[config.mk]
export PLATFORM = sky130hd
export DESIGN_NAME = escape_sequence_decoder
export DESIGN_NICKNAME = d
export VERILOG_FILES = /design/src/hdl/esd_pkg.sv /design/src/hdl/esd_front.sv /design/src/hdl/esd_fifo.sv /design/src/hdl/esd_back.sv /design/src/hdl/escape_sequence_decoder.sv
export SDC_FILE = /design/constraint.sdc
export NUM_CORES = 1
export LEC_CHECK = 0
export BUFFER_PORTS_ARGS = -buffer_cell sky130_fd_sc_hd__buf_2
export CORE_MARGIN = 8
export CORE_UTILIZATION = 43
export CTS_CLUSTER_SIZE = 24
export DETAILED_ROUTE_END_ITERATION = 10
export PLACE_DENSITY = 0.64
export SYNTH_ARGS = -nofsm -noshare
export SYNTH_HDL_FRONTEND = slang
export SYNTH_SLANG_ARGS = --single-unit
export TNS_END_PERCENT = 10
[constraint.sdc]
create_clock -name clk -period 3.56 [get_ports clk]
set_clock_uncertainty 0.1 [all_clocks]
set_input_delay 0.712 -clock clk [delete_from_list [all_inputs] [get_ports clk]]
set_output_delay 0.712 -clock clk [all_outputs]
set_load 0.02 [all_outputs]
[src/hdl/esd_pkg.sv]
package esd_pkg;

	localparam logic [1:0] ST_OK        = 2'd0;
	localparam logic [1:0] ST_TRUNC_ESC = 2'd1;
	localparam logic [1:0] ST_TRUNC_HEX = 2'd2;
	localparam logic [1:0] ST_BAD_HEX   = 2'd3;

	typedef struct packed {
		logic [7:0] in_byte;
		logic       in_last;
	} in_item_t;

	typedef struct packed {
		logic [7:0] out_byte;
		logic [1:0] status;
		logic       out_last;
	} out_item_t;

	// classified byte handed from the front to the back
	typedef struct packed {
		logic [7:0] raw;
		logic       last;
		logic       is_bslash;
		logic       is_x;
		logic       hex_ok;
		logic [3:0] hex_val;
		logic [7:0] esc_val;
	} cls_t;

endpackage

[src/hdl/esd_front.sv]
module esd_front (
	input  logic              clk,
	input  logic              arst_n,
	input  logic              byte_valid,
	output logic              byte_ready,
	input  esd_pkg::in_item_t byte_item,
	output logic              push_valid,
	input  logic              push_ready,
	output esd_pkg::cls_t     push_item
);
	import esd_pkg::*;

	localparam logic [7:0] CH_BSLASH = 8'h5C;
	localparam logic [7:0] CH_X      = 8'h78;
	localparam logic [7:0] CH_A      = 8'h61;
	localparam logic [7:0] CH_B      = 8'h62;
	localparam logic [7:0] CH_T      = 8'h74;
	localparam logic [7:0] CH_N      = 8'h6E;
	localparam logic [7:0] CH_V      = 8'h76;
	localparam logic [7:0] CH_F      = 8'h66;
	localparam logic [7:0] CH_R      = 8'h72;
	localparam logic [7:0] CH_0      = 8'h30;
	localparam logic [7:0] CH_9      = 8'h39;
	localparam logic [7:0] CH_LA     = 8'h61;
	localparam logic [7:0] CH_LF     = 8'h66;
	localparam logic [7:0] CH_UA     = 8'h41;
	localparam logic [7:0] CH_UF     = 8'h46;

	logic valid_s1;
	cls_t cls_s1;
	cls_t cls_d;
	logic [7:0] diff;

	always_comb begin
		cls_d           = '0;
		cls_d.raw       = byte_item.in_byte;
		cls_d.last      = byte_item.in_last;
		cls_d.is_bslash = (byte_item.in_byte == CH_BSLASH);
		cls_d.is_x      = (byte_item.in_byte == CH_X);
		diff            = 8'h00;
		case (byte_item.in_byte) inside
			[CH_0:CH_9]: begin
				diff          = byte_item.in_byte - CH_0;
				cls_d.hex_ok  = 1'b1;
				cls_d.hex_val = diff[3:0];
			end
			[CH_LA:CH_LF]: begin
				diff          = byte_item.in_byte - CH_LA + 8'd10;
				cls_d.hex_ok  = 1'b1;
				cls_d.hex_val = diff[3:0];
			end
			[CH_UA:CH_UF]: begin
				diff          = byte_item.in_byte - CH_UA + 8'd10;
				cls_d.hex_ok  = 1'b1;
				cls_d.hex_val = diff[3:0];
			end
			default: begin
				cls_d.hex_ok  = 1'b0;
				cls_d.hex_val = 4'h0;
			end
		endcase
		case (byte_item.in_byte)
			CH_A:    cls_d.esc_val = 8'h07;
			CH_B:    cls_d.esc_val = 8'h08;
			CH_T:    cls_d.esc_val = 8'h09;
			CH_N:    cls_d.esc_val = 8'h0A;
			CH_V:    cls_d.esc_val = 8'h0B;
			CH_F:    cls_d.esc_val = 8'h0C;
			CH_R:    cls_d.esc_val = 8'h0D;
			default: cls_d.esc_val = byte_item.in_byte;
		endcase
	end

	assign byte_ready = !valid_s1 || push_ready;
	assign push_valid = valid_s1;
	assign push_item  = cls_s1;

	always_ff @(posedge clk or negedge arst_n) begin
		if (!arst_n) begin
			valid_s1 <= 1'b0;
		end else if (byte_ready) begin
			valid_s1 <= byte_valid;
		end
	end

	always_ff @(posedge clk) begin
		if (byte_ready && byte_valid) begin
			cls_s1 <= cls_d;
		end
	end

endmodule

[src/hdl/esd_fifo.sv]
module esd_fifo #(
	parameter int DEPTH = 4
) (
	input  logic          clk,
	input  logic          arst_n,
	input  logic          push_valid,
	output logic          push_ready,
	input  esd_pkg::cls_t push_item,
	output logic          pop_valid,
	input  logic          pop_ready,
	output esd_pkg::cls_t pop_item
);
	import esd_pkg::*;

	localparam int PW = $clog2(DEPTH);
	localparam int CW = $clog2(DEPTH + 1);
	localparam logic [PW-1:0] LAST_PTR = PW'(DEPTH - 1);

	cls_t          mem_q [DEPTH];
	logic [PW-1:0] wr_ptr_q;
	logic [PW-1:0] rd_ptr_q;
	logic [CW-1:0] count_q;
	logic          do_push;
	logic          do_pop;

	assign push_ready = (count_q != CW'(DEPTH));
	assign pop_valid  = (count_q != '0);
	assign pop_item   = mem_q[rd_ptr_q];
	assign do_push    = push_valid && push_ready;
	assign do_pop     = pop_valid && pop_ready;

	always_ff @(posedge clk or negedge arst_n) begin
		if (!arst_n) begin
			wr_ptr_q <= '0;
			rd_ptr_q <= '0;
			count_q  <= '0;
		end else begin
			if (do_push) begin
				wr_ptr_q <= (wr_ptr_q == LAST_PTR) ? '0 : wr_ptr_q + 1'b1;
			end
			if (do_pop) begin
				rd_ptr_q <= (rd_ptr_q == LAST_PTR) ? '0 : rd_ptr_q + 1'b1;
			end
			count_q <= count_q + CW'(do_push) - CW'(do_pop);
		end
	end

	always_ff @(posedge clk) begin
		if (do_push) begin
			mem_q[wr_ptr_q] <= push_item;
		end
	end

endmodule

[src/hdl/esd_back.sv]
module esd_back (
	input  logic               clk,
	input  logic               arst_n,
	input  logic               pop_valid,
	output logic               pop_ready,
	input  esd_pkg::cls_t      pop_item,
	output logic               res_valid,
	input  logic               res_ready,
	output esd_pkg::out_item_t res_item
);
	import esd_pkg::*;

	typedef enum logic [3:0] {
		MODE_NORMAL = 4'b0001,
		MODE_ESCAPE = 4'b0010,
		MODE_HEX_HI = 4'b0100,
		MODE_HEX_LO = 4'b1000
	} mode_t;

	mode_t     mode_q;
	mode_t     mode_d;
	logic [3:0] nibble_q;
	logic       nibble_we;
	logic       emit;
	out_item_t  res_d;
	logic       res_valid_q;
	out_item_t  res_q;
	logic       take;
	logic       do_pop;

	// output register frees up when empty or being drained
	assign take      = !res_valid_q || res_ready;
	assign pop_ready = take;
	assign do_pop    = pop_valid && take;
	assign res_valid = res_valid_q;
	assign res_item  = res_q;

	always_comb begin
		mode_d    = mode_q;
		nibble_we = 1'b0;
		emit      = 1'b0;
		res_d     = '{out_byte: 8'h00, status: ST_OK, out_last: pop_item.last};
		case (mode_q)
			MODE_NORMAL: begin
				if (pop_item.is_bslash) begin
					if (pop_item.last) begin
						emit         = 1'b1;
						res_d.status = ST_TRUNC_ESC;
					end else begin
						mode_d = MODE_ESCAPE;
					end
				end else begin
					emit           = 1'b1;
					res_d.out_byte = pop_item.raw;
				end
			end
			MODE_ESCAPE: begin
				if (pop_item.is_x) begin
					if (pop_item.last) begin
						emit         = 1'b1;
						res_d.status = ST_TRUNC_HEX;
						mode_d       = MODE_NORMAL;
					end else begin
						mode_d = MODE_HEX_HI;
					end
				end else begin
					emit           = 1'b1;
					res_d.out_byte = pop_item.esc_val;
					mode_d         = MODE_NORMAL;
				end
			end
			MODE_HEX_HI: begin
				if (!pop_item.hex_ok) begin
					emit         = 1'b1;
					res_d.status = ST_BAD_HEX;
					mode_d       = MODE_NORMAL;
				end else if (pop_item.last) begin
					emit         = 1'b1;
					res_d.status = ST_TRUNC_HEX;
					mode_d       = MODE_NORMAL;
				end else begin
					nibble_we = 1'b1;
					mode_d    = MODE_HEX_LO;
				end
			end
			MODE_HEX_LO: begin
				emit   = 1'b1;
				mode_d = MODE_NORMAL;
				if (!pop_item.hex_ok) begin
					res_d.status = ST_BAD_HEX;
				end else begin
					res_d.out_byte = {nibble_q, pop_item.hex_val};
				end
			end
			default: begin
				mode_d = MODE_NORMAL;
			end
		endcase
	end

	always_ff @(posedge clk or negedge arst_n) begin
		if (!arst_n) begin
			mode_q      <= MODE_NORMAL;
			nibble_q    <= 4'h0;
			res_valid_q <= 1'b0;
		end else begin
			if (do_pop) begin
				mode_q <= mode_d;
				if (nibble_we) begin
					nibble_q <= pop_item.hex_val;
				end
			end
			if (take) begin
				res_valid_q <= do_pop && emit;
			end
		end
	end

	always_ff @(posedge clk) begin
		if (do_pop && emit) begin
			res_q <= res_d;
		end
	end

endmodule

[src/hdl/escape_sequence_decoder.sv]
// channel  direction  handshake               payload
// byte     in         byte_valid/byte_ready   byte_item (in_byte, in_last)
// res      out        res_valid/res_ready     res_item (out_byte, status, out_last)
//
// one byte per clock while res is not stalled; with an empty queue a byte passes
// through the classify stage, the queue, then decode and the output register
// a byte that only advances an escape yields no result transfer
// arst_n clears the stage valid, queue pointers, decode mode and output valid
// a stall on res backs up the output register, then the queue, then the front
// stage, and only then drops byte_ready
module escape_sequence_decoder #(
	parameter int QUEUE_DEPTH = 4
) (
	input  logic               clk,
	input  logic               arst_n,
	input  logic               byte_valid,
	output logic               byte_ready,
	input  esd_pkg::in_item_t  byte_item,
	output logic               res_valid,
	input  logic               res_ready,
	output esd_pkg::out_item_t res_item
);
	import esd_pkg::*;

	logic push_valid;
	logic push_ready;
	cls_t push_item;
	logic pop_valid;
	logic pop_ready;
	cls_t pop_item;

	esd_front u_front (
		.clk        (clk),
		.arst_n     (arst_n),
		.byte_valid (byte_valid),
		.byte_ready (byte_ready),
		.byte_item  (byte_item),
		.push_valid (push_valid),
		.push_ready (push_ready),
		.push_item  (push_item)
	);

	esd_fifo #(
		.DEPTH (QUEUE_DEPTH)
	) u_fifo (
		.clk        (clk),
		.arst_n     (arst_n),
		.push_valid (push_valid),
		.push_ready (push_ready),
		.push_item  (push_item),
		.pop_valid  (pop_valid),
		.pop_ready  (pop_ready),
		.pop_item   (pop_item)
	);

	esd_back u_back (
		.clk       (clk),
		.arst_n    (arst_n),
		.pop_valid (pop_valid),
		.pop_ready (pop_ready),
		.pop_item  (pop_item),
		.res_valid (res_valid),
		.res_ready (res_ready),
		.res_item  (res_item)
	);

endmodule

=== Word level (Yosys, flattened, before mapping) ===
Memories as Yosys holds them, arrays and structs flattened.
Cells that the tools add are included.

* Word-level logic and storage cells: 100
* Input bits: 13
* Bits in registers: 52
* RAM bits: 96
* Memories kept: 1

{| class="wikitable"
|+ Memory list
! memory !! words !! bits a word !! read ports !! clocked after Yosys merged registers in !! write ports !! line !! RTL
|-
| u_fifo.mem_q || 4 || 24 || 1 || 0 || 1 || esd_fifo.sv:19 || <nowiki>cls_t mem_q [DEPTH];</nowiki>
|}

* Eq/ne operators: 18
* Mux-type cells: 34
* Magnitude comparators: 6
* Add/sub/neg operators: 9
* Reductions and logical operators: 15

{| class="wikitable"
|+ Operator list
! kind !! number
|-
| $eq A8 B7 Y1 const B || 9
|-
| $pmux W8 S7 || 1
|-
| $mux W4 || 6
|-
| $mux W8 || 3
|-
| $pmux W8 S3 || 1
|-
| $ge A8 B7 Y1 const B || 2
|-
| $le A8 B7 Y1 const B || 2
|-
| $mux W2 || 6
|-
| $pmux W4 S3 || 1
|-
| $sub A4 B1 Y4 const B || 3
|-
| $mux W1 || 11
|-
| $add A4 B4 Y4 const B || 2
|-
| $ge A8 B6 Y1 const B || 1
|-
| $le A8 B6 Y1 const B || 1
|-
| $pmux W2 S4 || 1
|-
| $logic_and A1 B1 Y1 || 7
|-
| $mux W3 || 2
|-
| $mux W5 || 1
|-
| $add A2 B1 Y2 const B || 2
|-
| $eq A2 B2 Y1 const B || 2
|-
| $eq A4 B1 Y1 const B || 1
|-
| $eq A4 B2 Y1 const B || 1
|-
| $eq A4 B3 Y1 const B || 1
|-
| $eq A4 B4 Y1 const B || 1
|-
| 11 further kinds || 14
|}

=== Depth between registers and ports, before layout ===
Gate-level depths: netlist of run 1.

* Word-level depth: 5
* Depth in mapped cells: 10
* Gate-level depth less buffers: 10

=== By module ===
Synthesis of run 1 repeated with hierarchy kept, for this count alone.

* Cell total of the unflattened synthesis: 353
* Area total of the unflattened synthesis: 6256.0 µm²

{| class="wikitable"
|+ Modules (own cells, without submodules)
! module !! instances !! area an instance (µm²) !! cells each
|-
| esd_fifo || 1 || 3905.0 || 164
|-
| esd_front || 1 || 1290.0 || 99
|-
| esd_back || 1 || 1061.0 || 90
|}

=== Worst setup path before layout of run 1 ===
OpenSTA, ideal clock, no wires.

* Kind: input port to flip-flop
* From: input res_ready
* To: register u_fifo.count_q[2]
* Cell stages on the path: 10
* Required time: 3334 ps
* Path slack: 1119 ps
* Arrival time: 2215 ps
* Setup time: 126 ps
* Cells stage by stage: nand2b_1 -> o31ai_2 -> inv_2 -> ha_1 -> inv_1 -> ha_1 -> inv_1 -> fa_1 -> xnor2_1 -> xnor2_1

* Cells in the longest elaborated chain, start to end: 3

{| class="wikitable"
|+ RTL lines
! item !! line !! RTL
|-
| start, declared || escape_sequence_decoder.sv:20 || <nowiki>input logic res_ready,</nowiki>
|-
| $logic_or A1 B1 Y1 || esd_back.sv:32 || <nowiki>assign take = !res_valid_q || res_ready;</nowiki>
|-
| $logic_and A1 B1 Y1 || n/a ||
|-
| net u_back.do_pop || esd_back.sv:29 || <nowiki>logic do_pop;</nowiki>
|-
| $sub A3 B1 Y3 || esd_fifo.sv:44 || <nowiki>count_q <= count_q + CW'(do_push) - CW'(do_pop);</nowiki>
|-
| end signal, assigned || esd_fifo.sv:44 ||
|-
| end, declared || esd_fifo.sv:22 || <nowiki>logic [CW-1:0] count_q;</nowiki>
|}

The timed path passes the listed nets, and every way through them passes these cells.
A chain may end at the register's enable or synchronous reset.

=== Final worst setup path of run 1 ===
* From: register u_fifo.rd_ptr_q[0]
* To: register u_back.res_q, in the netlist u_back.res_item[5] (enable)

* Cells in the longest elaborated chain, start to end: 5

{| class="wikitable"
|+ RTL lines
! item !! line !! RTL
|-
| start, declared || esd_fifo.sv:21 || <nowiki>logic [PW-1:0] rd_ptr_q;</nowiki>
|-
| start signal, assigned || esd_fifo.sv:42 || <nowiki>rd_ptr_q <= (rd_ptr_q == LAST_PTR) ? '0 : rd_ptr_q + 1'b1;</nowiki>
|-
| $mem_v2 Z4 W24 * || n/a ||
|-
| $mux W1 || esd_back.sv:46, esd_back.sv:59, esd_back.sv:77 ||
|-
| $mux W1, on equally long branches || esd_back.sv:73, esd_back.sv:45, esd_back.sv:58 ||
|-
| $pmux W1 S4 * || esd_back.sv:43 || <nowiki>case (mode_q)</nowiki>
|-
| $logic_and A1 B1 Y1 * || esd_back.sv:120 || <nowiki>if (do_pop && emit) begin</nowiki>
|-
| end signal, assigned || esd_back.sv:121 || <nowiki>res_q <= res_d;</nowiki>
|-
| end, declared || esd_back.sv:27 || <nowiki>out_item_t res_q;</nowiki>
|}

Mark *: on every way between the ends. The rest lies on a longest branch, timed or not.

==> impl_metrics.py, run 1 <==
metrics = {
    "sta": {
        "slew_headroom_pct": 55.3,
        "finalCritPeriodShare_pct": 76.0,
        "finalHoldViolCount": 0,
        "drv_slew": 0,
        "grt_setup_unrepaired": "no",
        "fmax_ghz": 0.370,
        "tns_ps": 0,
        "fin_crit_ps": 2700,
        "setup_viol": 0,
        "tightest_slew_ps": 671,
    },
    "clock_tree": {
        "ctsHtreeMaxLevel": 4,
        "clockRootBuffer": "clkbuf_16",
        "max-clock-path-buffers": 2,
        "clk_pin_slew_ps": 60,
        "hold_buffers": 0,
        "clock_latency_ps": 410,
        "ctsResizeCount": 0,
        "cts_inserted_buffers": 17,
        "post_cts_buffers": 0,
        "cts_tree": "done",
        "clock-sinks": 148,
    },
    "floorplan": {
        "rows": 43,
        "die_area_mm2": 0.0182,
        "die_h_um": 135,
        "core_area_mm2": 0.0138,
        "initial_core_util_pct": 43.9,
        "die_w_um": 135,
        "ios": 26,
    },
    "critical_path": {
        "endpoint_kind": "flop",
        "cp.arrival_ps": 2650,
        "path_cells": "mux4_2 > nor2b_1 > o22ai_1 > o311a_1",
        "crit_required_ps": 3510,
        "cp_max_fo": 12,
        "cpMaxStageDelayCell": "dfrtp_1",
        "rrSetupSlack_ps": 860,
        "startpoint": "u_fifo.rd_ptr_q[0]$_DFFE_PN0P_",
        "path_class": "reg -> reg",
        "timing.rr.end": "u_back.res_item[5]$_DFFE_PP_",
        "crit_path_start_kind": "flop",
        "timing.rr.start": "u_fifo.rd_ptr_q[0]$_DFFE_PN0P_",
        "max_stage_delay_ps": 670,
        "r2r_cells": 4,
    },
    "status": {
        "status": "completed",
    },
    "power_and_ir_drop": {
        "power_density_mw_per_mm2": 831,
        "power_leakage_nw": 2.51,
        "peakVddDrop_v": 0.000384,
    },
    "place": {
        "hpwlAfterDp_mm": 6.97,
        "port_buffers": 25,
        "placed_cell_area_mm2": 0.00643,
        "gp_congestion": 0.832,
    },
    "logic_synthesis": {
        "avgSynthCellArea_um2": 17.0,
        "yosys_warnings": 0,
        "synth_cell_types": 51,
        "synth_edf_count": 131,
        "synth_ff_type": "edfxtp_1",
        "ys_seq_elements": 148,
        "ys_seq_area_share_pct": 71.8,
        "ys_async_sr_fraction_pct": 11.5,
        "netlist_area_mm2": 0.00607,
        "syn_nets": 383,
        "netlist_instances": 358,
    },
    "routing": {
        "post-route-drc-count": 0,
        "ant_nets": 0,
        "dr_total_vias": 3193,
        "vias_per_cell": 5.44,
        "drtIter0Drc": 194,
        "drt_first_pass_iters": 5,
        "finalWirelength_mm": 10.9,
        "wl_per_cell_um": 18.5,
    },
    "finish": {
        "finalNetCount": 421,
        "final_cell_area_mm2": 0.00698,
        "num_antenna_cells": 0,
        "layout-drive-gt1-share_pct": 23.3,
        "area_growth_pct": 14.9,
    },
    "global_routing": {
        "grt_first_pass_wirelength_mm": 17.4,
        "grt_start_max_net_pins": 25,
        "track_usage_pct": 12.9,
        "gr-total-overflow": 0,
        "first_global_vias": 3254,
        "antenna_found_initial": 0,
    },
    "hold_path": {
        "min_path_type": "in -> async",
    },
    "job": {
        "max-cap-violations": 0,
    },
}
-- metal layers --
| metal | share of wire, % | track usage [%] | routed length [um] | up-vias |
|---|---|---|---|---|
| met2 | 48 | 20.0 | 5260 | 107 |
| li1 | - | - | - | 1466 |
| met1 | 44 | 16.0 | 4750 | 1602 |
| met5 | 0 | 0 | 0 | - |
| met4 | 2.0 | 6.49 | 214 | 0 |
| met3 | 5.9 | 3.79 | 638 | 18 |
-- where the power goes --
group	switching (W)	internal [W]
clock network	0.000637	0.00102
registers	0.000236	0.00242
logic	0.000827	0.000660
total	0.00170	0.00410
-- state kept, by name, indices dropped and copies added, names as in the netlist --
| name | flops |
|---|---|
| u_back.mode_q | 4 |
| u_back.nibble_q | 4 |
| u_back.res_item | 11 |
| u_back.res_valid | 1 |
| u_fifo.count_q | 3 |
| u_fifo.mem_q | 96 |
| u_fifo.rd_ptr_q | 2 |
| u_fifo.wr_ptr_q | 2 |
| u_front.push_item | 24 |
| u_front.push_valid | 1 |
-- through the flow --
step,hold slack [ps],util (%),total power [W],std cells,setup WS (ps)
2_1_floorplan,316,-,0.00373,358,1120
3_3_place_gp,369,46.5,0.00416,557,912
3_5_place_dp,388,46.5,0.00421,557,843
4_1_cts,126,50.4,0.00587,587,861
5_1_grt,149,50.4,0.00610,587,692
6_report,130,50.4,0.00580,587,856
-- worst max-delay path, delay by kind of cell (launching register included) --
family / cells / cell delay (ps)
multiplexers: 1 / 620
AO/OA/AOI/OAI: 2 / 780
flip-flops: 1 / 670
AND/OR/NAND/NOR: 1 / 170
-- worst max-delay path by stage --
| stage | end | slack (ps) |
|---|---|---|
| after floorplan | u_fifo.count_q[2]$_DFF_PN0_ | 1120 |
| after global placement | u_fifo.count_q[2]$_DFF_PN0_ | 910 |
| after detailed placement | u_fifo.count_q[2]$_DFF_PN0_ | 840 |
| after CTS | u_back.res_item[5]$_DFFE_PP_ | 860 |
| after global routing | u_back.res_item[2]$_DFFE_PP_ | 690 |
| final | u_back.res_item[5]$_DFFE_PP_ | 860 |
-- cell usage after synthesis, types with 5 or more instances --
master / number / share of area [%]
a21oi_1: 6 / 0.49
a22oi_1: 8 / 0.99
and2_1: 7 / 0.72
clkbuf_1: 12 / 0.74
dfrtp_1: 16 / 6.6
edfxtp_1: 131 / 65
ha_1: 11 / 2.3
inv_1: 13 / 0.80
mux4_2: 24 / 8.9
nand2_1: 35 / 2.2
nand2b_1: 5 / 0.52
nor2_1: 12 / 0.74
nor2b_1: 5 / 0.52
nor3_1: 5 / 0.41
o21ai_0: 6 / 0.49
-- layout make-up --
type	count	area (um^2)
Timing Repair Buffer	35	200
Clock inverter	10	111
Clock buffer	20	437
Fill cell	1121	6850
Tap cell	180	225
Inverter	14	52.6
Sequential cell	148	4360
Multi-Input combinational cell	180	1590
-- cells by family after synthesis --
group,Yosys count,synth area share [%]
AO/OA/AOI/OAI,48,5.92
flip-flops,148,71.8
buffers and inverters,30,2.00
AND/OR/NAND/NOR,88,7.44
multiplexers,28,9.65
adder cells (fa/ha/maj),12,2.60
XOR/XNOR,4,0.577
-- cell usage in the layout (no fill, tap or decap), types with 7 or more instances in the layout --
cell / Yosys / layout
a22oi_1: 8 / 8
and2_1: 7 / 7
buf_2: 1 / 25
buf_4: 0 / 10
clkbuf_16: 0 / 17
dfrtp_1: 16 / 16
edfxtp_1: 131 / 131
ha_1: 11 / 11
inv_1: 13 / 13
mux4_2: 24 / 24
nand2_1: 35 / 35
nor2_1: 12 / 12
No activity file was read; power rests on OpenSTA's default activity.
==> inputs of run 2 (changes only) <==
==> constraint.sdc (replaced) <==
create_clock -name clk -period 2.7 [get_ports clk]
set_clock_uncertainty 0.1 [all_clocks]
set_input_delay 0.54 -clock clk [delete_from_list [all_inputs] [get_ports clk]]
set_output_delay 0.54 -clock clk [all_outputs]
set_load 0.02 [all_outputs]
==> run 2 against run 1 <==
Net effect:
- flip-flop and latch count is the same
- global-route usage about the same
- sequential power rose by 31%
- critical path depth is the same
- critical endpoint is now u_back.res_item[8]$_DFFE_PP_
- largest power group unchanged
==> impl_metrics.py, run 2 (synthesis results as in run 1) <==
metrics = {
    "floorplan": {
        "core_area_mm2": 0.0138,
        "die_w_um": 135,
        "ios": 26,
        "initial_core_util_pct": 43.9,
        "die_h_um": 135,
        "rows": 43,
        "die_area_mm2": 0.0182,
    },
    "critical_path": {
        "critPathCapture": "u_back.res_item[8]$_DFFE_PP_",
        "cp.arrival_ps": 2490,
        "rrSetupSlack_ps": 160,
        "timing.rr.end": "u_back.res_item[8]$_DFFE_PP_",
        "r2r_cells": 4,
        "timing.rr.start": "u_fifo.rd_ptr_q[0]$_DFFE_PN0P_",
        "cp_max_fo": 12,
        "crit_path_start_kind": "flop",
        "endpoint_kind": "flop",
        "crit_required_ps": 2640,
        "startpoint": "u_fifo.rd_ptr_q[0]$_DFFE_PN0P_",
        "path_class": "reg -> reg",
    },
    "clock_tree": {
        "clock-sinks": 148,
        "max-clock-path-buffers": 2,
        "ctsResizeCount": 0,
        "cts_inserted_buffers": 17,
        "ctsHtreeMaxLevel": 4,
        "post_cts_buffers": 0,
        "cts_tree": "done",
        "clock_latency_ps": 410,
        "clockRootBuffer": "clkbuf_16",
        "hold_buffers": 1,
        "clk_pin_slew_ps": 60,
    },
    "power_and_ir_drop": {
        "seqPwrFrac_pct": 43.6,
        "power.internal_w": 0.00568,
        "power.switching_w": 0.00228,
        "clkPwrFrac_pct": 30.9,
        "finalPower_w": 0.00796,
        "combPwrFrac_pct": 25.5,
        "swShare_pct": 28.7,
        "power_leakage_nw": 2.57,
        "peakVddDrop_v": 0.000593,
        "power_density_mw_per_mm2": 1120,
    },
    "routing": {
        "wl_per_cell_um": 18.7,
        "dr_total_vias": 3167,
        "ant_nets": 0,
        "drt_first_pass_iters": 4,
        "finalWirelength_mm": 11.1,
        "post-route-drc-count": 0,
        "drtIter0Drc": 268,
        "vias_per_cell": 5.35,
    },
    "place": {
        "port_buffers": 25,
        "gp_congestion": 0.858,
        "hpwlAfterDp_mm": 7.15,
    },
    "job": {
        "max-cap-violations": 0,
    },
    "sta": {
        "grt_setup_unrepaired": "no",
        "fmax_ghz": 0.393,
        "tightest_slew_ps": 559,
        "setup_viol": 0,
        "slew_headroom_pct": 62.7,
        "fin_crit_ps": 2540,
        "drv_slew": 0,
        "finalHoldViolCount": 0,
        "tns_ps": 0,
        "finalCritPeriodShare_pct": 94.2,
    },
    "global_routing": {
        "antenna_found_initial": 0,
        "gr-total-overflow": 0,
        "grt_start_max_net_pins": 25,
        "grt_first_pass_wirelength_mm": 17.6,
        "track_usage_pct": 12.8,
        "first_global_vias": 3232,
    },
    "hold_path": {
        "min_path_type": "in -> reg",
        "hp-start": "byte_item[0]",
    },
    "finish": {
        "final_common_cell": "edfxtp_1",
        "finalNetCount": 424,
        "regMostFlops": "u_fifo.mem_q",
        "final_cell_mix": "edfxtp_1 (131), nand2_1 (35), buf_2 (25), mux4_2 (24), clkbuf_16 (17)",
        "largest_reg_flops": 96,
        "num_antenna_cells": 0,
        "layout-drive-gt1-share_pct": 24.8,
        "area_growth_pct": 16.7,
        "final.fill_count": 1106,
    },
    "status": {
        "status": "completed",
    },
}
## run 2: cell type report
type	instances	area (um^2)	area share, %
timing repair buffer	38	225	3.18
tap	180	225	3.18
clock inverter	12	176	2.49
sequential	148	4360	61.5
clock buffer	20	457	6.45
multi-input combinational	180	1590	22.4
inverter	14	52.6	0.742
## run 2: power by group through the flow
stage               clock network [W]  logic [W]  registers [W]
global route                  0.00258    0.00224        0.00353
floorplan                           0    0.00144        0.00348
global placement                    0    0.00205        0.00347
finish                        0.00246    0.00203        0.00346
CTS                           0.00251    0.00207        0.00347
detailed placement                  0    0.00206        0.00351
## run 2: worst min-delay path by stage
stage,end,cells after the start
3_3_place_gp,u_fifo.mem_q[2][21]$_DFFE_PP_,0
5_1_grt,u_front.push_item[15]$_DFFE_PP_,1
6_report,u_front.push_item[15]$_DFFE_PP_,1
2_1_floorplan,u_back.mode_q[1]$_DFFE_PN0P_,0
4_1_cts,u_front.push_item[15]$_DFFE_PP_,1
3_5_place_dp,u_fifo.mem_q[3][16]$_DFFE_PP_,0
## run 2: critical path, cell delays in order (launching register included)
cell and delay, ps:
dfrtp_1 540, mux4_2 600, nor2b_1 180, o22ai_1 220
o311a_1 540
## run 2: per-stage QoR
| step | std cells | area, um^2 | util, % | hold WS, ps | setup WS [ps] |
|---|---|---|---|---|---|
| finish | 592 | 7090 | 51.2 | 209 | 156 |
| CTS | 592 | 7090 | 51.2 | 195 | 138 |
| detailed placement | 559 | 6440 | 46.6 | 384 | 146 |
| floorplan | 358 | 6070 | - | 144 | 343 |
| global placement | 559 | 6440 | 46.6 | 364 | 231 |
| global route | 592 | 7090 | 51.2 | 200 | 54.1 |
## run 2: per-layer routing
metal	vias to the layer above	routed length [um]	track usage [%]	part of all wire (%)
met2	106	5300	20.0	48
met4	0	184	5.93	1.7
li1	1471	-	-	-
met1	1575	5040	16.6	45
met5	-	0	0	0
met3	15	564	3.16	5.1
